`src/sv/rrts_pkg.sv`:
```
`default_nettype none
package rrts_pkg;

  localparam int MAX_TASKS_DEF    = 16;
  localparam int HANDLE_WIDTH_DEF = 16;

  localparam logic [2:0] ACT_YIELD    = 3'd0;
  localparam logic [2:0] ACT_SLEEP_RD = 3'd1;
  localparam logic [2:0] ACT_SLEEP_WR = 3'd2;
  localparam logic [2:0] ACT_FINISH   = 3'd3;
  localparam logic [2:0] ACT_SPAWN    = 3'd4;
  localparam logic [2:0] ACT_WAKE     = 3'd5;
  localparam logic [2:0] ACT_POLL     = 3'd6;
  localparam logic [2:0] ACT_NOP      = 3'd7;

  localparam logic [2:0] ST_OK           = 3'd0;
  localparam logic [2:0] ST_EMPTY        = 3'd1;
  localparam logic [2:0] ST_MAIN_FINISH  = 3'd2;
  localparam logic [2:0] ST_TABLE_FULL   = 3'd3;
  localparam logic [2:0] ST_NOT_SLEEPING = 3'd4;

  typedef struct packed {
    logic [2:0]  action;
    logic [15:0] handle;
    logic [3:0]  wake_id;
    logic [15:0] ready_mask;
  } in_t;

  typedef struct packed {
    logic [2:0] status;
    logic [3:0] running_id;
    logic [3:0] new_id;
    logic [3:0] slot_index;
    logic [4:0] active_count;
    logic [4:0] sleeping_count;
  } out_t;

endpackage
`default_nettype wire

```
`src/sv/round_robin_task_scheduler_top.sv`:
```
// the sleeper scan checks one slot a cycle while no slot matches ready_mask; a woken sleeper
// passes through S_MW1 and S_MW2, and a wake by id checks each slot in S_WAKE_SCAN and S_WAKE_CHK
// one item at a time; the next start can be taken in the out_strobe cycle
// results show for one cycle on out_strobe; the receiver cannot stall
// reset: synchronous active low; after reset the S_INIT state writes task 0 into the active list
`default_nettype none
module round_robin_task_scheduler_top #(
  parameter int MAX_TASKS    = rrts_pkg::MAX_TASKS_DEF,
  parameter int HANDLE_WIDTH = rrts_pkg::HANDLE_WIDTH_DEF
) (
  input  wire logic          clk,
  input  wire logic          rst_n,
  input  wire logic          start,
  output logic               busy,
  input  wire rrts_pkg::in_t in_data,
  output logic               out_strobe,
  output rrts_pkg::out_t     out_data
);

  localparam int IDW  = $clog2(MAX_TASKS);
  localparam int CW   = $clog2(MAX_TASKS + 1);
  localparam int AW   = IDW + 1;
  localparam int AD   = 2 ** AW;
  localparam int SWD  = IDW + HANDLE_WIDTH;
  localparam logic [CW-1:0] MAXC = CW'(MAX_TASKS);

  localparam logic [3:0] S_INIT      = 4'd0;
  localparam logic [3:0] S_IDLE      = 4'd1;
  localparam logic [3:0] S_CUR_RD    = 4'd2;
  localparam logic [3:0] S_DROP_RD   = 4'd3;
  localparam logic [3:0] S_MASK_STEP = 4'd4;
  localparam logic [3:0] S_MW1       = 4'd5;
  localparam logic [3:0] S_MW2       = 4'd6;
  localparam logic [3:0] S_REDUCE    = 4'd7;
  localparam logic [3:0] S_REPORT    = 4'd8;
  localparam logic [3:0] S_OUT       = 4'd9;
  localparam logic [3:0] S_SPAWN_RD  = 4'd10;
  localparam logic [3:0] S_WAKE_SCAN = 4'd11;
  localparam logic [3:0] S_WAKE_CHK  = 4'd12;
  localparam logic [3:0] S_WAKE_MV   = 4'd13;

  logic [3:0]     state_r, state_nxt;
  logic [CW-1:0]  act_total_r, act_total_nxt;
  logic [CW-1:0]  cur_r, cur_nxt;
  logic [CW-1:0]  slp_total_r, slp_total_nxt;
  logic [CW-1:0]  free_total_r, free_total_nxt;
  logic [CW-1:0]  fresh_r, fresh_nxt;
  logic [CW-1:0]  scan_r, scan_nxt;
  rrts_pkg::in_t  req_r, req_nxt;
  logic [2:0]     status_r, status_nxt;
  logic [IDW-1:0] new_id_r, new_id_nxt;
  logic [IDW-1:0] slot_r, slot_nxt;
  logic [IDW-1:0] wid_r, wid_nxt;
  logic           out_strobe_r, out_strobe_nxt;
  rrts_pkg::out_t out_r, out_nxt;

  logic           a_we;
  logic [AW-1:0]  a_waddr, a_raddr;
  logic [IDW-1:0] a_wdata, a_rdata;
  logic           s_we;
  logic [IDW-1:0] s_waddr, s_raddr;
  logic [SWD-1:0] s_wdata, s_rdata;

  logic [CW-1:0]            scan_m1;
  logic [CW+3:0]            scan_ext;
  logic                     mask_hit;
  logic [HANDLE_WIDTH+15:0] hnd_ext;
  logic [IDW-1:0]           s_id;
  logic [IDW+3:0]           wake_ext;
  logic [IDW+3:0]           sid_ext;

  function automatic logic [AW-1:0] a_act(input logic [CW-1:0] x);
    return {1'b0, x[IDW-1:0]};
  endfunction

  function automatic logic [AW-1:0] a_free(input logic [CW-1:0] x);
    return {1'b1, x[IDW-1:0]};
  endfunction

  function automatic logic [3:0] ext4(input logic [IDW-1:0] x);
    logic [IDW+3:0] t;
    t = {4'b0, x};
    return t[3:0];
  endfunction

  function automatic logic [4:0] ext5(input logic [CW-1:0] x);
    logic [CW+4:0] t;
    t = {5'b0, x};
    return t[4:0];
  endfunction

  rrts_ram #(.WIDTH(IDW), .DEPTH(AD)) u_act_ram (
    .clk(clk), .we(a_we), .waddr(a_waddr), .wdata(a_wdata),
    .raddr(a_raddr), .rdata(a_rdata)
  );

  rrts_ram #(.WIDTH(SWD), .DEPTH(MAX_TASKS)) u_slp_ram (
    .clk(clk), .we(s_we), .waddr(s_waddr), .wdata(s_wdata),
    .raddr(s_raddr), .rdata(s_rdata)
  );

  assign scan_m1  = scan_r - CW'(1);
  assign scan_ext = {4'b0, scan_m1};
  assign mask_hit = (scan_ext < (CW+4)'(16)) && req_r.ready_mask[scan_ext[3:0]];
  assign hnd_ext  = {{HANDLE_WIDTH{1'b0}}, req_r.handle};
  assign s_id     = s_rdata[SWD-1 -: IDW];
  assign wake_ext = {{IDW{1'b0}}, req_r.wake_id};
  assign sid_ext  = {4'b0, s_id};

  always_comb begin
    state_nxt      = state_r;
    act_total_nxt  = act_total_r;
    cur_nxt        = cur_r;
    slp_total_nxt  = slp_total_r;
    free_total_nxt = free_total_r;
    fresh_nxt      = fresh_r;
    scan_nxt       = scan_r;
    req_nxt        = req_r;
    status_nxt     = status_r;
    new_id_nxt     = new_id_r;
    slot_nxt       = slot_r;
    wid_nxt        = wid_r;
    out_strobe_nxt = 1'b0;
    out_nxt        = out_r;
    a_we           = 1'b0;
    a_waddr        = '0;
    a_wdata        = '0;
    a_raddr        = '0;
    s_we           = 1'b0;
    s_waddr        = '0;
    s_wdata        = '0;
    s_raddr        = '0;

    unique case (state_r)
      S_INIT: begin
        a_we      = 1'b1;
        a_waddr   = a_act('0);
        state_nxt = S_IDLE;
      end
      S_IDLE: begin
        if (start) begin
          req_nxt    = in_data;
          status_nxt = rrts_pkg::ST_OK;
          new_id_nxt = '0;
          slot_nxt   = '0;
          scan_nxt   = slp_total_r;
          unique case (in_data.action) inside
            rrts_pkg::ACT_YIELD: begin
              cur_nxt   = cur_r + CW'(1);
              state_nxt = S_MASK_STEP;
            end
            rrts_pkg::ACT_SLEEP_RD, rrts_pkg::ACT_SLEEP_WR: begin
              if (act_total_r != '0 && slp_total_r < MAXC) begin
                a_raddr   = a_act(cur_r);
                state_nxt = S_CUR_RD;
              end else begin
                state_nxt = S_MASK_STEP;
              end
            end
            rrts_pkg::ACT_FINISH: begin
              if (act_total_r != '0) begin
                a_raddr   = a_act(cur_r);
                state_nxt = S_CUR_RD;
              end else begin
                state_nxt = S_MASK_STEP;
              end
            end
            rrts_pkg::ACT_SPAWN: begin
              if (free_total_r != '0) begin
                a_raddr   = a_free(free_total_r - CW'(1));
                state_nxt = S_SPAWN_RD;
              end else if (fresh_r < MAXC) begin
                new_id_nxt = fresh_r[IDW-1:0];
                fresh_nxt  = fresh_r + CW'(1);
                if (act_total_r < MAXC) begin
                  a_we          = 1'b1;
                  a_waddr       = a_act(act_total_r);
                  a_wdata       = fresh_r[IDW-1:0];
                  act_total_nxt = act_total_r + CW'(1);
                end
                state_nxt = S_REPORT;
              end else begin
                status_nxt = rrts_pkg::ST_TABLE_FULL;
                state_nxt  = S_REPORT;
              end
            end
            rrts_pkg::ACT_WAKE: begin
              scan_nxt  = '0;
              state_nxt = S_WAKE_SCAN;
            end
            rrts_pkg::ACT_POLL: begin
              state_nxt = S_MASK_STEP;
            end
            default: begin
              state_nxt = S_REPORT;
            end
          endcase
        end
      end
      S_CUR_RD: begin
        if (req_r.action == rrts_pkg::ACT_FINISH) begin
          if (a_rdata == '0) begin
            status_nxt = rrts_pkg::ST_MAIN_FINISH;
            state_nxt  = S_REPORT;
          end else begin
            if (free_total_r < MAXC) begin
              a_we           = 1'b1;
              a_waddr        = a_free(free_total_r);
              a_wdata        = a_rdata;
              free_total_nxt = free_total_r + CW'(1);
            end
            a_raddr   = a_act(act_total_r - CW'(1));
            state_nxt = S_DROP_RD;
          end
        end else begin
          s_we          = 1'b1;
          s_waddr       = slp_total_r[IDW-1:0];
          s_wdata       = {a_rdata, hnd_ext[HANDLE_WIDTH-1:0]};
          slot_nxt      = slp_total_r[IDW-1:0];
          slp_total_nxt = slp_total_r + CW'(1);
          a_raddr       = a_act(act_total_r - CW'(1));
          state_nxt     = S_DROP_RD;
        end
      end
      S_DROP_RD: begin
        a_we          = 1'b1;
        a_waddr       = a_act(cur_r);
        a_wdata       = a_rdata;
        act_total_nxt = act_total_r - CW'(1);
        scan_nxt      = slp_total_r;
        state_nxt     = S_MASK_STEP;
      end
      S_MASK_STEP: begin
        if (scan_r == '0) begin
          state_nxt = S_REDUCE;
        end else begin
          scan_nxt = scan_m1;
          if (mask_hit) begin
            s_raddr   = scan_m1[IDW-1:0];
            state_nxt = S_MW1;
          end
        end
      end
      S_MW1: begin
        wid_nxt   = s_id;
        s_raddr   = slp_total_r[IDW-1:0] - IDW'(1);
        state_nxt = S_MW2;
      end
      S_MW2: begin
        s_we          = 1'b1;
        s_waddr       = scan_r[IDW-1:0];
        s_wdata       = s_rdata;
        slp_total_nxt = slp_total_r - CW'(1);
        if (act_total_r < MAXC) begin
          a_we          = 1'b1;
          a_waddr       = a_act(act_total_r);
          a_wdata       = wid_r;
          act_total_nxt = act_total_r + CW'(1);
        end
        state_nxt = S_MASK_STEP;
      end
      S_REDUCE: begin
        if (act_total_r == '0) begin
          cur_nxt = '0;
        end else if (cur_r >= act_total_r) begin
          cur_nxt = cur_r - act_total_r;
        end
        state_nxt = S_REPORT;
      end
      S_REPORT: begin
        a_raddr   = a_act(cur_r);
        state_nxt = S_OUT;
      end
      S_OUT: begin
        out_strobe_nxt = 1'b1;
        out_nxt.status = (status_r == rrts_pkg::ST_OK && act_total_r == '0) ?
                         rrts_pkg::ST_EMPTY : status_r;
        out_nxt.running_id     = (act_total_r != '0) ? ext4(a_rdata) : 4'd0;
        out_nxt.new_id         = ext4(new_id_r);
        out_nxt.slot_index     = ext4(slot_r);
        out_nxt.active_count   = ext5(act_total_r);
        out_nxt.sleeping_count = ext5(slp_total_r);
        state_nxt              = S_IDLE;
      end
      S_SPAWN_RD: begin
        new_id_nxt     = a_rdata;
        free_total_nxt = free_total_r - CW'(1);
        if (act_total_r < MAXC) begin
          a_we          = 1'b1;
          a_waddr       = a_act(act_total_r);
          a_wdata       = a_rdata;
          act_total_nxt = act_total_r + CW'(1);
        end
        state_nxt = S_REPORT;
      end
      S_WAKE_SCAN: begin
        if (scan_r >= slp_total_r) begin
          status_nxt = rrts_pkg::ST_NOT_SLEEPING;
          state_nxt  = S_REPORT;
        end else begin
          s_raddr   = scan_r[IDW-1:0];
          state_nxt = S_WAKE_CHK;
        end
      end
      S_WAKE_CHK: begin
        if (sid_ext == wake_ext) begin
          wid_nxt   = s_id;
          s_raddr   = slp_total_r[IDW-1:0] - IDW'(1);
          state_nxt = S_WAKE_MV;
        end else begin
          scan_nxt  = scan_r + CW'(1);
          state_nxt = S_WAKE_SCAN;
        end
      end
      S_WAKE_MV: begin
        s_we          = 1'b1;
        s_waddr       = scan_r[IDW-1:0];
        s_wdata       = s_rdata;
        slp_total_nxt = slp_total_r - CW'(1);
        if (act_total_r < MAXC) begin
          a_we          = 1'b1;
          a_waddr       = a_act(act_total_r);
          a_wdata       = wid_r;
          act_total_nxt = act_total_r + CW'(1);
        end
        state_nxt = S_REPORT;
      end
      default: begin
        state_nxt = S_INIT;
      end
    endcase
  end

  always_ff @(posedge clk) begin
    if (!rst_n) begin
      state_r      <= S_INIT;
      act_total_r  <= CW'(1);
      cur_r        <= '0;
      slp_total_r  <= '0;
      free_total_r <= '0;
      fresh_r      <= CW'(1);
      scan_r       <= '0;
      out_strobe_r <= 1'b0;
    end else begin
      state_r      <= state_nxt;
      act_total_r  <= act_total_nxt;
      cur_r        <= cur_nxt;
      slp_total_r  <= slp_total_nxt;
      free_total_r <= free_total_nxt;
      fresh_r      <= fresh_nxt;
      scan_r       <= scan_nxt;
      out_strobe_r <= out_strobe_nxt;
    end
  end

  always_ff @(posedge clk) begin
    req_r    <= req_nxt;
    status_r <= status_nxt;
    new_id_r <= new_id_nxt;
    slot_r   <= slot_nxt;
    wid_r    <= wid_nxt;
    out_r    <= out_nxt;
  end

  assign busy       = (state_r != S_IDLE);
  assign out_strobe = out_strobe_r;
  assign out_data   = out_r;

`ifndef ASSERT_OFF
  a_accept_busy: assert property (@(posedge clk) disable iff (!rst_n)
    (start && !busy) |=> busy)
    else $error("accepted item did not raise busy");

  a_strobe_after_report: assert property (@(posedge clk) disable iff (!rst_n)
    out_strobe |-> ($past(state_r) == S_OUT && !busy))
    else $error("result strobe outside report sequence");

  a_index_in_range: assert property (@(posedge clk) disable iff (!rst_n)
    (state_r == S_IDLE) |->
      (cur_r < act_total_r || (act_total_r == '0 && cur_r == '0)))
    else $error("current index out of range while idle");

  a_counts_bound: assert property (@(posedge clk) disable iff (!rst_n)
    (act_total_r <= MAXC) && (slp_total_r <= MAXC) && (free_total_r <= MAXC))
    else $error("list count beyond capacity");
`endif

endmodule
`default_nettype wire

```
`src/sv/rrts_ram.sv`:
```
`default_nettype none
module rrts_ram #(
  parameter int WIDTH = 8,
  parameter int DEPTH = 16
) (
  input  wire logic                     clk,
  input  wire logic                     we,
  input  wire logic [$clog2(DEPTH)-1:0] waddr,
  input  wire logic [WIDTH-1:0]         wdata,
  input  wire logic [$clog2(DEPTH)-1:0] raddr,
  output logic      [WIDTH-1:0]         rdata
);

  logic [WIDTH-1:0] mem [DEPTH];

  always_ff @(posedge clk) begin
    if (we) begin
      mem[waddr] <= wdata;
    end
    rdata <= mem[raddr];
  end

endmodule
`default_nettype wire
```
`config.mk`:
```
export PLATFORM = sky130hd
export DESIGN_NAME = round_robin_task_scheduler_top
export DESIGN_NICKNAME = d
export VERILOG_FILES = /design/src/sv/rrts_pkg.sv /design/src/sv/round_robin_task_scheduler_top.sv /design/src/sv/rrts_ram.sv
export SDC_FILE = /design/constraint.sdc
export NUM_CORES = 1
export LEC_CHECK = 0
export BUFFER_PORTS_ARGS = -buffer_cell sky130_fd_sc_hd__buf_2
export CAP_MARGIN = 5
export CORE_MARGIN = 10
export CORE_UTILIZATION = 65
export DETAILED_ROUTE_END_ITERATION = 10
export PLACE_DENSITY_LB_ADDON = 0.15
export SYNTH_ARGS = -nofsm -noshare
export SYNTH_HDL_FRONTEND = slang
export SYNTH_SLANG_ARGS = --single-unit
```
`constraint.sdc`:
```
create_clock -name clk -period 6.9 [get_ports clk]
set_clock_uncertainty 0.15 [all_clocks]
set_input_delay 0.345 -clock clk [delete_from_list [all_inputs] [get_ports clk]]
set_output_delay 0.345 -clock clk [all_outputs]
set_load 0.005 [all_outputs]
```
=== Yosys cells after proc, flatten, opt, wreduce, memory -nomap -nowiden ===
Memory sizes are Yosys's and may differ from the RTL's. A register that Yosys moved wholly into a read port is not among the register bits.
Cells that the tools add are included.

* Add/subtract/negate cells: 12
* Order comparisons: 8
* Equality and inequality tests: 38
* Multiplexer cells: 107
* Bitwise logic cells: 1
* Reductions and logical operators: 40

{| class="wikitable"
|+ Operators by type and width
! operator !! number
|-
| two-way mux 4 bit || 35
|-
| two-way mux 5 bit || 23
|-
| one-hot mux 5 bit (3 select lines) || 3
|-
| one-hot mux 20 bit (2 select lines) || 1
|-
| one-hot mux 4 bit (10 select lines) || 1
|-
| one-hot mux 4 bit (5 select lines) || 2
|-
| one-hot mux 5 bit (4 select lines) || 2
|-
| one-hot mux 4 bit (2 select lines) || 4
|-
| adder 5 x 1 -> 5 bit, second input constant || 6
|-
| one-hot mux 5 bit (2 select lines) || 3
|-
| != test 2 bit, second input constant || 14
|-
| less-than comparator 5 bit, second input constant || 5
|-
| == test 4 bit, second input constant || 6
|-
| two-way mux 3 bit || 8
|-
| two-way mux 20 bit || 1
|-
| subtractor 5 x 1 -> 5 bit, second input constant || 4
|-
| == test 4 x 3 -> 1 bit, second input constant || 4
|-
| one-hot mux 4 bit (4 select lines) || 1
|-
| two-way mux 1 bit || 15
|-
| AND reduction 5 bit || 3
|-
| AND reduction 4 bit || 3
|-
| nonzero test 2 bit || 6
|-
| OR reduction 2 bit || 6
|-
| >= comparator 5 bit || 2
|-
| 27 further kinds || 48
|}

* Flip-flop bits (word level): 114
* Memory bits (writable): 448
* Input bits: 42
* Output and inout port bits: 27
* Logic and storage cells: 230
* Memories kept: 2

{| class="wikitable"
|+ Memories
! name !! words !! width !! rd ports !! clocked after memory_dff !! wr ports !! RTL line !! source
|-
| u_slp_ram.mem || 16 || 20 || 1 || 1 || 1 || rrts_ram.sv:14 || <nowiki>logic [WIDTH-1:0] mem [DEPTH];</nowiki>
|-
| u_act_ram.mem || 32 || 4 || 1 || 1 || 1 || rrts_ram.sv:14 ||
|}

=== Logic depth before layout (Yosys ltp) ===
Gate-level depths: netlist of the first run.

* Word-level depth: 9
* Depth in mapped cells: 14

=== By module ===
A second synthesis of the first run with hierarchy kept.

* Cell total of the unflattened synthesis: 1337
* Area total of the unflattened synthesis: 23825.4 um2

{| class="wikitable"
|+ By module, submodules not included
! module !! times used !! cells each !! area an instance (um2)
|-
| rrts_ram (u_slp_ram) || 1 || 533 || 12530.8
|-
| round_robin_task_scheduler_top || 1 || 573 || 6155.9
|-
| rrts_ram (u_act_ram) || 1 || 231 || 5138.7
|}

=== Worst setup path before layout of the first run ===
OpenSTA, ideal clock, no wires.

* Path kind: register to register
* Start: register free_total_r[0]
* End: memory u_act_ram.mem[0][2] in the netlist's numbering (data pin)
* Setup time: 454 ps
* Data arrival time: 3219 ps
* Data required time: 6296 ps
* Slack: 3077 ps
* Stages on the path, launching flop included: 9
* Cells stage by stage: dfxtp_1 -> inv_1 -> ha_1 -> nor4b_1 -> nand2_1 -> nor3_2 -> and2_1 -> a221oi_1 -> o21ai_0

* Cells in the longest elaborated chain, start to end: 5
* Elaborated cells on any way between the ends: 9

{| class="wikitable"
|+ Ends and longest elaborated chain
! element !! RTL line !! source
|-
| start: declaration || round_robin_task_scheduler_top.sv:46 || <nowiki>logic [CW-1:0] free_total_r, free_total_nxt;</nowiki>
|-
| start signal: assignment || round_robin_task_scheduler_top.sv:349 || <nowiki>free_total_r <= free_total_nxt;</nowiki>
|-
| less-than comparator 5 bit / nonzero test 5 bit (equally long branches) || round_robin_task_scheduler_top.sv:206, round_robin_task_scheduler_top.sv:169 ||
|-
| two-way mux 4 bit (on tied branches) || round_robin_task_scheduler_top.sv:206, round_robin_task_scheduler_top.sv:169 ||
|-
| two-way mux 4 bit (on tied branches) || round_robin_task_scheduler_top.sv:202, round_robin_task_scheduler_top.sv:147 ||
|-
| two-way mux 4 bit (on tied branches) || round_robin_task_scheduler_top.sv:201, round_robin_task_scheduler_top.sv:141 ||
|-
| one-hot mux 4 bit (5 select lines) (*) || round_robin_task_scheduler_top.sv:134 || <nowiki>unique case (state_r)</nowiki>
|-
| net a_wdata[2] || round_robin_task_scheduler_top.sv:59 || <nowiki>logic [IDW-1:0] a_wdata, a_rdata;</nowiki>
|-
| end: declaration || rrts_ram.sv:14 ||
|}

Mark *: on every way through the listed nets, which the timed path passes. The rest lies on a longest branch.

=== Final worst setup path of the first run ===
* Start: register scan_r[0]
* End: register u_slp_ram.rdata[19], read port of u_slp_ram.mem

* Cells in the longest elaborated chain, start to end: 7
* Elaborated cells on any way between the ends: 11

{| class="wikitable"
|+ Ends and longest elaborated chain
! element !! RTL line !! source
|-
| start: declaration || round_robin_task_scheduler_top.sv:48 || <nowiki>logic [CW-1:0] scan_r, scan_nxt;</nowiki>
|-
| start signal: assignment || round_robin_task_scheduler_top.sv:351 || <nowiki>scan_r <= scan_nxt;</nowiki>
|-
| subtractor 5 x 1 -> 5 bit || round_robin_task_scheduler_top.sv:102 || <nowiki>assign scan_m1 = scan_r - CW'(1);</nowiki>
|-
| binary-select mux 1 bit (select 4 bit) || round_robin_task_scheduler_top.sv:104 || <nowiki>assign mask_hit = (scan_ext < (CW+4)'(16)) && req_r.ready_mask[scan_ext[3:0]];</nowiki>
|-
| two-way mux 1 bit (implied by the code) || round_robin_task_scheduler_top.sv:104 ||
|-
| logical AND 1 bit || round_robin_task_scheduler_top.sv:104 ||
|-
| two-way mux 4 bit || round_robin_task_scheduler_top.sv:238 || <nowiki>if (mask_hit) begin</nowiki>
|-
| two-way mux 4 bit || round_robin_task_scheduler_top.sv:234 || <nowiki>if (scan_r == '0) begin</nowiki>
|-
| one-hot mux 4 bit (4 select lines) (*) || round_robin_task_scheduler_top.sv:134 ||
|-
| end: declaration || rrts_ram.sv:11 || <nowiki>output logic [WIDTH-1:0] rdata</nowiki>
|}

Every way passes the cells marked *; elsewhere a longest branch is shown, timed or not. The select of a mux whose other input is x is not followed.
A chain may end at the register's enable or synchronous reset.

==> impl_metrics.json, run 1 <==
{
  "status": "complete, no violations",
  "antenna_found_initial": 0,
  "fp-row-count": 53,
  "antenna_cells": 0,
  "cts_setup_buffers": 0,
  "synthTopCellsByCount": "255 x edfxtp_1, 103 x nor2_1, 87 x nand2_1",
  "tns_ps": 0,
  "yosys_warnings": 0,
  "period_needed_ps": 4710,
  "grt_first_pass_wirelength_um": 49300,
  "async_reset_ff_frac": 0,
  "setup_violations": 0,
  "wire_per_inst_um": 22.0,
  "slowest_delay_ps": 680,
  "critPathMaxFanout": 24,
  "rsz0062_at_grt": "false",
  "worstSetupPathType": "reg2reg",
  "n_fill_cell": 1375,
  "start_util": 0.658,
  "yosys.area.top_type": "edfxtp_1",
  "cts_buffers": 29,
  "seqCellArea_mm2": 0.00852,
  "overflow": 0,
  "synth_edf_count": 255,
  "dr.first_iter.drc_count": 997,
  "yosysSeqAreaShare": 0.620,
  "crit_path_top_delay_cell": "ha_1",
  "peakVddDrop_uv": 273,
  "synth.distinct_cells": 85,
  "powerDensity_mw_per_mm2": 339,
  "dieArea_mm2": 0.0274,
  "hp-class": "in2reg",
  "clkTransAtPathRegs_ps": 60,
  "leakage_uw": 0.00549,
  "cts_resized": 0,
  "drtAntennaViolNets": 0,
  "portBuffers": 52,
  "cts_tree": "yes",
  "syn_inst": 1084,
  "worst_slack_ps": 2190,
  "post-place-ws_ps": 2190,
  "synth.area.top_cells": "edfxtp_1 56%, dfxtp_1 6.3%, mux2i_1 5.0%",
  "final_nets": 1213,
  "firstDrtPassIters": 6,
  "synth_area_per_cell_um2": 12.7,
  "fp.dieW_um": 165,
  "io_pins": 69,
  "syn_to_final_growth_pct": 11.6,
  "clk_latency_ps": 550,
  "multi_input_area_mm2": 0.00488,
  "drive_gt1_frac": 0.120,
  "grt.total_usage": 0.231,
  "core_area_mm2": 0.0209,
  "grt_max_degree": 39,
  "relSlewSlack": 0.194,
  "dp_hpwl_um": 21600,
  "critPathArrivalTime_ps": 5000,
  "finalMaxSlewViolations": 0,
  "clock_sinks": 298,
  "syn-num-nets": 1152,
  "cap_violations": 0,
  "hold_viol": 0,
  "h-tree-depth": 1,
  "fin_crit_sh": 0.683,
  "synth_area_mm2": 0.0137,
  "die_h_um": 165,
  "drt_wl_total_um": 31800,
  "via_per_inst": 6.53,
  "synth_seq_cells": 298,
  "yosysMostFrequentCell": "edfxtp_1",
  "crit_chain": "inv_2 -> ha_1 -> mux2i_1 -> mux4_2 -> or4bb_4 -> a21oi_4 -> nor2_2 -> buf_4 -> a2111oi_0 -> nor4_1 -> or3_1",
  "worstSetupEndpointType": "flip-flop",
  "synth_ff_type": "edfxtp_1",
  "synth_top_area_share": 0.557,
  "root_buffer": "clkbuf_16",
  "clk_path_buf_depth": 3,
  "worst_setup_path_start_kind": "flip-flop",
  "grt_pass1_vias": 9066,
  "vias": 9425,
  "worstMarginPinSlew_ps": 1210,
  "holdBufCountCts": 24,
  "routabilityCongestion": 0.894,
  "required_ps": 7190,
  "route.detailed.drc": 0,
  "fmax_ghz": 0.212
}
==> state kept, by name, indices dropped and copies added (netlist names), 23 cells and up <==
| name | cells |
|---|---|
| out_data | 25 |
| req_r | 23 |
| u_act_ram.mem | 128 |
| u_slp_ram.mem | 64 |
==> logic make-up after synthesis <==
| group | synth area share |
|---|---|
| compound gates | 0.127 |
| xor+xnor | 0.0229 |
| fa+ha+maj | 0.0255 |
| buf+inv | 0.0266 |
| flops | 0.620 |
| mux | 0.0658 |
| simple gates | 0.113 |
==> report_power, final <==
group	switching [µW]	internal (µW)
Combinational	799	519
Sequential	201	2180
Clock	641	861
Total	1640	3560
==> critical path: cells and delay by family (launching register included) <==
family	cells	cell delay, ps
multiplexers	2	690
AND/OR/NAND/NOR	4	1160
AO/OA/AOI/OAI	2	840
adder cells (fa/ha/maj)	1	680
flip-flops	1	610
buffers and inverters	2	450
==> metrics by stage <==
step           utilization  total power, µW  instances  hold WS [ps]  cell area, µm²
6_report             0.734             5210       1443           107           15300
5_1_grt              0.734             5410       1443           173           15300
4_1_cts              0.734             5200       1443          90.3           15300
3_5_place_dp         0.679             3690       1365           256           14200
3_3_place_gp         0.679             3650       1365           251           14200
2_1_floorplan            -             3330       1084           250           13700
==> final timing paths <==
kind,from,cells after the start,slack (ps),end
min reg2reg,slot_r[2],0,270,out_data[12]
max reg2reg,scan_r[0],11,2190,u_slp_ram.rdata[19]
max,scan_r[0],11,2190,u_slp_ram.rdata[19]
min,start,3,110,state_r[1]
==> layer usage <==
layer	share of wire	routed length [µm]	GRT usage	vias up
met5	0	0	0	-
met4	0.028	898	0.0778	0
met3	0.093	2960	0.0382	66
met2	0.49	15600	0.384	511
met1	0.39	12300	0.303	4549
li1	-	-	-	4299
==> final cells by class <==
| cell class | count | area share |
|---|---|---|
| Clock inverter | 14 | 0.00824 |
| Sequential cell | 298 | 0.555 |
| Timing Repair Buffer | 87 | 0.0380 |
| Inverter | 28 | 0.00685 |
| Clock buffer | 40 | 0.0507 |
| Tap cell | 275 | 0.0224 |
| Multi-Input combinational cell | 701 | 0.318 |
==> placed cells by master, fill, tap and decap left out, types with 7 or more instances in the layout <==
cell type | netlist | routed
buf_4 | 3 | 11
o22ai_1 | 12 | 12
nor2_1 | 103 | 102
xnor2_1 | 26 | 26
nor3_1 | 21 | 21
a21o_1 | 9 | 9
clkbuf_1 | 38 | 10
or3_1 | 8 | 8
ha_1 | 24 | 24
clkinv_1 | 1 | 7
a22o_1 | 12 | 12
o21ai_0 | 29 | 25
buf_2 | 10 | 52
nand2b_1 | 13 | 13
a22oi_1 | 11 | 11
a211oi_1 | 17 | 17
dfxtp_1 | 43 | 43
a21boi_0 | 15 | 15
nand3_1 | 25 | 25
and2_1 | 10 | 9
a21oi_1 | 36 | 36
mux4_2 | 7 | 7
clkbuf_16 | 0 | 29
inv_1 | 26 | 26
o211ai_1 | 7 | 7
a2111oi_0 | 10 | 10
nand2_1 | 87 | 87
edfxtp_1 | 255 | 255
mux2i_1 | 69 | 69
xor2_1 | 10 | 10
dlygate4sd3_1 | 0 | 24
nand4_1 | 11 | 11
a311oi_1 | 9 | 9
Note: power is estimated with default switching activity, not from simulation.
==> run 2, diff against run 1 <==
--- a/config.mk
+++ b/config.mk
@@ -8,7 +8,7 @@
 export BUFFER_PORTS_ARGS = -buffer_cell sky130_fd_sc_hd__buf_2
 export CAP_MARGIN = 5
 export CORE_MARGIN = 10
-export CORE_UTILIZATION = 65
+export CORE_UTILIZATION = 61
 export DETAILED_ROUTE_END_ITERATION = 10
 export PLACE_DENSITY_LB_ADDON = 0.15
 export SYNTH_ARGS = -nofsm -noshare
==> constraint.sdc (replaced) <==
create_clock -name clk -period 4.35 [get_ports clk]
set_clock_uncertainty 0.15 [all_clocks]
set_input_delay 0.2175 -clock clk [delete_from_list [all_inputs] [get_ports clk]]
set_output_delay 0.2175 -clock clk [all_outputs]
set_load 0.005 [all_outputs]
==> run 2 against run 1 <==
Critical path depth fell by 1. Register-to-register slack got worse by 1900 ps. Largest power group unchanged. Hold slack better by 110 ps. Sequential power increased by 55%. Total power up 62%. Sequential share of layout area down 1.0 points. Routed wire length grew 2.1%. Sequential cell count stayed put. Combinational power grew 72%. Clock-buffer cell count down 2. Via count about the same. Design area rose by 1.9%.
==> impl_metrics.json, run 2 (synthesis gave the netlist of run 1 again) <==
{
  "tns_ps": 0,
  "syn_to_final_growth_pct": 13.6,
  "die_h_um": 170,
  "largest_reg_flops": 128,
  "max_flop_register": "u_act_ram.mem",
  "dp_hpwl_um": 22300,
  "required_ps": 4630,
  "final_nets": 1245,
  "route.detailed.drc": 0,
  "cts_setup_buffers": 0,
  "r2r_start": "scan_r[0]",
  "grt_max_degree": 33,
  "fin_crit_sh": 0.929,
  "rsz0062_at_grt": "false",
  "start_util": 0.624,
  "cts_tree": "yes",
  "worstSetupEndpointType": "flip-flop",
  "dieArea_mm2": 0.0289,
  "clkTransAtPathRegs_ps": 60,
  "final_cell_area_mm2": 0.0156,
  "vias": 9417,
  "h-tree-depth": 1,
  "final_common_cell": "edfxtp_1",
  "holdBufCountCts": 25,
  "setup_violations": 0,
  "cts_resized": 0,
  "fp.dieW_um": 170,
  "finalMaxSlewViolations": 0,
  "placed_cell_area_mm2": 0.0144,
  "peakVddDrop_uv": 370,
  "cts_buffers": 30,
  "crit_buf_inv": 1,
  "hp-class": "in2reg",
  "crit_start": "scan_r[0]",
  "mostFrequentLayoutCells": "255 x edfxtp_1, 102 x nor2_1, 87 x nand2_1",
  "io_pins": 69,
  "root_buffer": "clkbuf_16",
  "clk_path_buf_depth": 3,
  "powerDensity_mw_per_mm2": 541,
  "path_delay_family": "simple AND/OR/NAND/NOR gates",
  "fmax_ghz": 0.247,
  "drive_gt1_frac": 0.146,
  "portBuffers": 52,
  "overflow": 0,
  "post-place-ws_ps": 340,
  "worst_setup_path_start_kind": "flip-flop",
  "antenna_cells": 0,
  "status": "complete, no violations",
  "core_area_mm2": 0.0220,
  "clk_latency_ps": 560,
  "cap_violations": 0,
  "slowest_delay_ps": 620,
  "grt.total_usage": 0.224,
  "holdWs_ps": 215,
  "wire_per_inst_um": 21.9,
  "grt_first_pass_wirelength_um": 51500,
  "critPathMaxFanout": 10,
  "worstSetupPathType": "reg2reg",
  "r2r_slack_ps": 310,
  "p_total_uw": 8450,
  "drt_wl_total_um": 32400,
  "antenna_found_initial": 0,
  "period_needed_ps": 4040,
  "worst_slack_ps": 309,
  "clock_sinks": 298,
  "crit_path_top_delay_cell": "ha_1",
  "crit_chain": "inv_2 -> ha_1 -> mux2i_1 -> mux4_2 -> or4bb_4 -> a22oi_1 -> a211oi_1 -> a2111oi_0 -> nor4_1 -> or3_1",
  "via_per_inst": 6.36,
  "dr.first_iter.drc_count": 936,
  "firstDrtPassIters": 5,
  "worstMarginPinSlew_ps": 1010,
  "fp-row-count": 54,
  "relSlewSlack": 0.324,
  "grt_pass1_vias": 9238,
  "hold_start": "in_data[10]",
  "drtAntennaViolNets": 0,
  "hold_viol": 0,
  "critPathArrivalTime_ps": 4320,
  "routabilityCongestion": 0.926,
  "leakage_uw": 0.00568
}
## run 2: cell count changes in the layout (fill, tap and decap cells not counted), sizes merged
cell / delta
buf: +30
clkinv: +6
clkbuf: -2
clkinvlp: -1
dlygate4sd3: +1
inv: -1
## run 2: per-layer routing
| layer | vias to the layer above | share of wire | track usage |
|---|---|---|---|
| met5 | - | 0 | 0 |
| met2 | 384 | 0.49 | 0.384 |
| li1 | 4366 | - | - |
| met4 | 0 | 0.027 | 0.0641 |
| met3 | 66 | 0.071 | 0.0278 |
| met1 | 4601 | 0.41 | 0.295 |
## run 2: final cells by class
class	count	area, µm²
inverter	28	105
clock buffer	38	802
tap	280	350
timing repair buffer	118	818
clock inverter	18	144
sequential	298	8520
fill	1530	6410
multi-input combinational	701	4880
## run 2: final timing paths
check / end / cells after the start
min: req_r[10] / 2
max: u_slp_ram.rdata[17] / 10
min reg2reg: out_data[10] / 0
max reg2reg: u_slp_ram.rdata[17] / 10
## run 2: power by group
group / leakage (µW) / internal (µW) / switching [µW]
Clock: 0.000456 / 1420 / 1060
Combinational: 0.00250 / 906 / 1360
Sequential: 0.00273 / 3460 / 234
## run 2: worst register-to-register path, delay by kind of cell, from the launching register on
family | cells | cell delay [ps]
and+or+nand+nor | 3 | 1130
AOI/OAI and AO/OA | 3 | 900
muxes | 2 | 690
adders and majority gates | 1 | 620
DFF | 1 | 340
buffers and inverters | 1 | 100
## run 2: metrics by stage
stage	cells	utilization
final	1481	0.709
after global routing	1481	0.709
after CTS	1481	0.709
after detailed placement	1400	0.655
after global placement	1400	0.655
after floorplan	1084	-
==> run 3, diff against run 2 <==
--- a/config.mk
+++ b/config.mk
@@ -10,7 +10,8 @@
 export CORE_MARGIN = 10
 export CORE_UTILIZATION = 61
 export DETAILED_ROUTE_END_ITERATION = 10
-export PLACE_DENSITY_LB_ADDON = 0.15
+export GPL_TIMING_DRIVEN = 0
+export PLACE_DENSITY = 0.79
 export SYNTH_ARGS = -nofsm -noshare
 export SYNTH_HDL_FRONTEND = slang
 export SYNTH_SLANG_ARGS = --single-unit
==> run 3 against run 2 <==
Core utilization rose by 0.67 points. Fmax down 4.4%. Clock-buffer cell count down 3. First-iteration DRC count rose by 12%. Sequential power decreased by 2%. Non-clock buffer count rose by 22. Final cell count rose by 1.4%. Sequential cell count stayed put. Design area up 0.94%. Die area unchanged. Sequential share of layout area is 0.51 points lower. Via count is 2.5% higher. Highest routed layer is now met5.
==> impl_metrics.json, run 3 (synthesis gave the netlist of run 1 again) <==
{
  "root_buffer": "clkbuf_16",
  "clk_path_buf_depth": 3,
  "r2r_start": "scan_r[0]",
  "rsz0062_at_grt": "false",
  "grt_pass1_vias": 9418,
  "firstDrtPassIters": 8,
  "stdcell_count": 1501,
  "status": "complete, no violations",
  "peakVddDrop_uv": 385,
  "drt_wl_total_um": 33900,
  "die_h_um": 170,
  "routabilityCongestion": 0.949,
  "n_fill_cell": 1494,
  "hold_start": "in_data[6]",
  "fin_crit_sh": 0.972,
  "fmax_ghz": 0.237,
  "cts_tree": "yes",
  "antenna_found_initial": 2,
  "portBuffers": 51,
  "worstMarginPinSlew_ps": 1230,
  "h-tree-depth": 1,
  "dieArea_mm2": 0.0289,
  "dr.first_iter.drc_count": 1048,
  "tns_ps": 0,
  "internal_power_uw": 5960,
  "final_common_cell": "edfxtp_1",
  "core_area_mm2": 0.0220,
  "drtAntennaViolNets": 0,
  "setup_violations": 0,
  "clkTransAtPathRegs_ps": 60,
  "hold_viol": 0,
  "clock_sinks": 298,
  "cts_buffers": 29,
  "route.detailed.drc": 0,
  "grt_first_pass_wirelength_um": 52400,
  "via_per_inst": 6.43,
  "seqPwrFrac": 0.420,
  "cap_violations": 0,
  "syn_to_final_growth_pct": 14.7,
  "start_util": 0.624,
  "netSwitchingFraction": 0.312,
  "leakage_uw": 0.00568,
  "overflow": 0,
  "r2r_slack_ps": 120,
  "holdPathEnd": "req_r[6]",
  "regToRegEndpoint": "u_slp_ram.rdata[19]",
  "worst_slack_ps": 123,
  "placed_cell_area_mm2": 0.0144,
  "required_ps": 4620,
  "post-place-ws_ps": -39.5,
  "worstSetupEndpointType": "flip-flop",
  "crit_chain": "buf_4 -> inv_2 -> ha_2 -> or3b_2 -> xor2_1 -> or4bb_4 -> a22oi_1 -> a211oi_1 -> a2111oi_1 -> nor4_1 -> or3_1",
  "hp-class": "in2reg",
  "worstSetupPathType": "reg2reg",
  "worstRegToRegCells": 11,
  "relSlewSlack": 0.173,
  "fp.dieW_um": 170,
  "final_nets": 1266,
  "period_needed_ps": 4230,
  "combPwrFrac": 0.275,
  "slowest_delay_ps": 630,
  "finalMaxSlewViolations": 0,
  "critPathMaxFanout": 10,
  "grt_max_degree": 24,
  "p_total_uw": 8660,
  "grt.total_usage": 0.232,
  "clock_power_share": 0.305,
  "crit_path_top_delay_cell": "or4bb_4",
  "critPathArrivalTime_ps": 4500,
  "vias": 9651,
  "dp_hpwl_um": 23400,
  "fp-row-count": 54,
  "crit_buf_inv": 2,
  "drive_gt1_frac": 0.137,
  "mostFrequentLayoutCells": "255 x edfxtp_1, 101 x nor2_1, 87 x nand2_1",
  "worst_setup_path_start_kind": "flip-flop",
  "dp_cells": 1420,
  "clk_latency_ps": 550,
  "max_flop_register": "u_act_ram.mem",
  "io_pins": 69,
  "path_delay_family": "simple AND/OR/NAND/NOR gates",
  "switching_power_uw": 2700,
  "wire_per_inst_um": 22.6,
  "holdPathStages": 2,
  "final_cell_area_mm2": 0.0158,
  "powerDensity_mw_per_mm2": 549,
  "largest_reg_flops": 128
}
## run 3: cell types whose count changed in the layout (fill, tap and decap cells not counted), moves of 2 or more
cell,delta
a2111oi_0,-4
a2111oi_1,+3
buf_1,+3
buf_2,+9
buf_4,-36
buf_6,+3
buf_8,+5
bufinv_16,+3
clkbuf_1,+31
clkbuf_16,-2
clkbuf_8,+5
nor4b_1,-3
nor4b_2,+3
## run 3: layout make-up
class,instances,area [µm²],area share
inverters,28,105,0.00667
plain buffers,57,262,0.0166
repair buffers,83,596,0.0378
well taps,280,350,0.0222
clock inverters,18,218,0.0138
multi-input cells,701,4920,0.312
clock buffers,35,798,0.0506
flip-flops and latches,298,8520,0.540
diodes,1,2.50,0.000159
## run 3: worst max path at each step
stage / start / to / depth (start not counted)
6_report: scan_r[0] / u_slp_ram.rdata[19] / 11
5_1_grt: free_total_r[0] / u_act_ram.mem[21][0] / 11
4_1_cts: scan_r[1] / u_slp_ram.rdata[17] / 12
3_5_place_dp: scan_r[1] / u_slp_ram.rdata[19] / 12
3_3_place_gp: state_r[3] / u_act_ram.mem[11][0] / 6
2_1_floorplan: free_total_r[0] / u_act_ram.mem[0][2] / 8
## run 3: worst register-to-register path: stages, from the launching register on
cell,delay (ps)
dfxtp_1,320
buf_4,180
inv_2,170
ha_2,300
or3b_2,520
xor2_1,290
or4bb_4,630
a22oi_1,220
a211oi_1,210
a2111oi_1,510
nor4_1,170
or3_1,430
## run 3: through the flow
step                hold WS (ps)   util
floorplan                    166      -
global placement             246  0.652
detailed placement           246  0.656
CTS                          215  0.714
global route                 225  0.716
finish                       225  0.716
## run 3: power groups by stage
stage | sequential (µW) | combinational [µW] | clock [µW]
after floorplan | 3630 | 1650 | 0
after global placement | 3690 | 2200 | 0
after detailed placement | 3690 | 2260 | 0
after CTS | 3630 | 2310 | 2660
after global routing | 3660 | 2550 | 2770
final | 3640 | 2380 | 2640
## run 3: what timing repair did
action | CTS | global route
resized for setup | 3 | 10
pin swaps | 0 | 2
hold endpoints to repair | 31 | 0
buffers inserted | 0 | 2
hold buffers | 25 | 0
endpoints found under the setup margin | 4 | 110
## run 3: routing by layer
layer | part of all wire | wire length [µm] | GRT usage | vias to the layer above
met3 | 0.094 | 3190 | 0.0497 | 100
met1 | 0.39 | 13300 | 0.297 | 4613
li1 | - | - | - | 4404
met5 | 0.00038 | 13 | 0 | -
met2 | 0.47 | 16000 | 0.379 | 532
met4 | 0.040 | 1360 | 0.0900 | 2
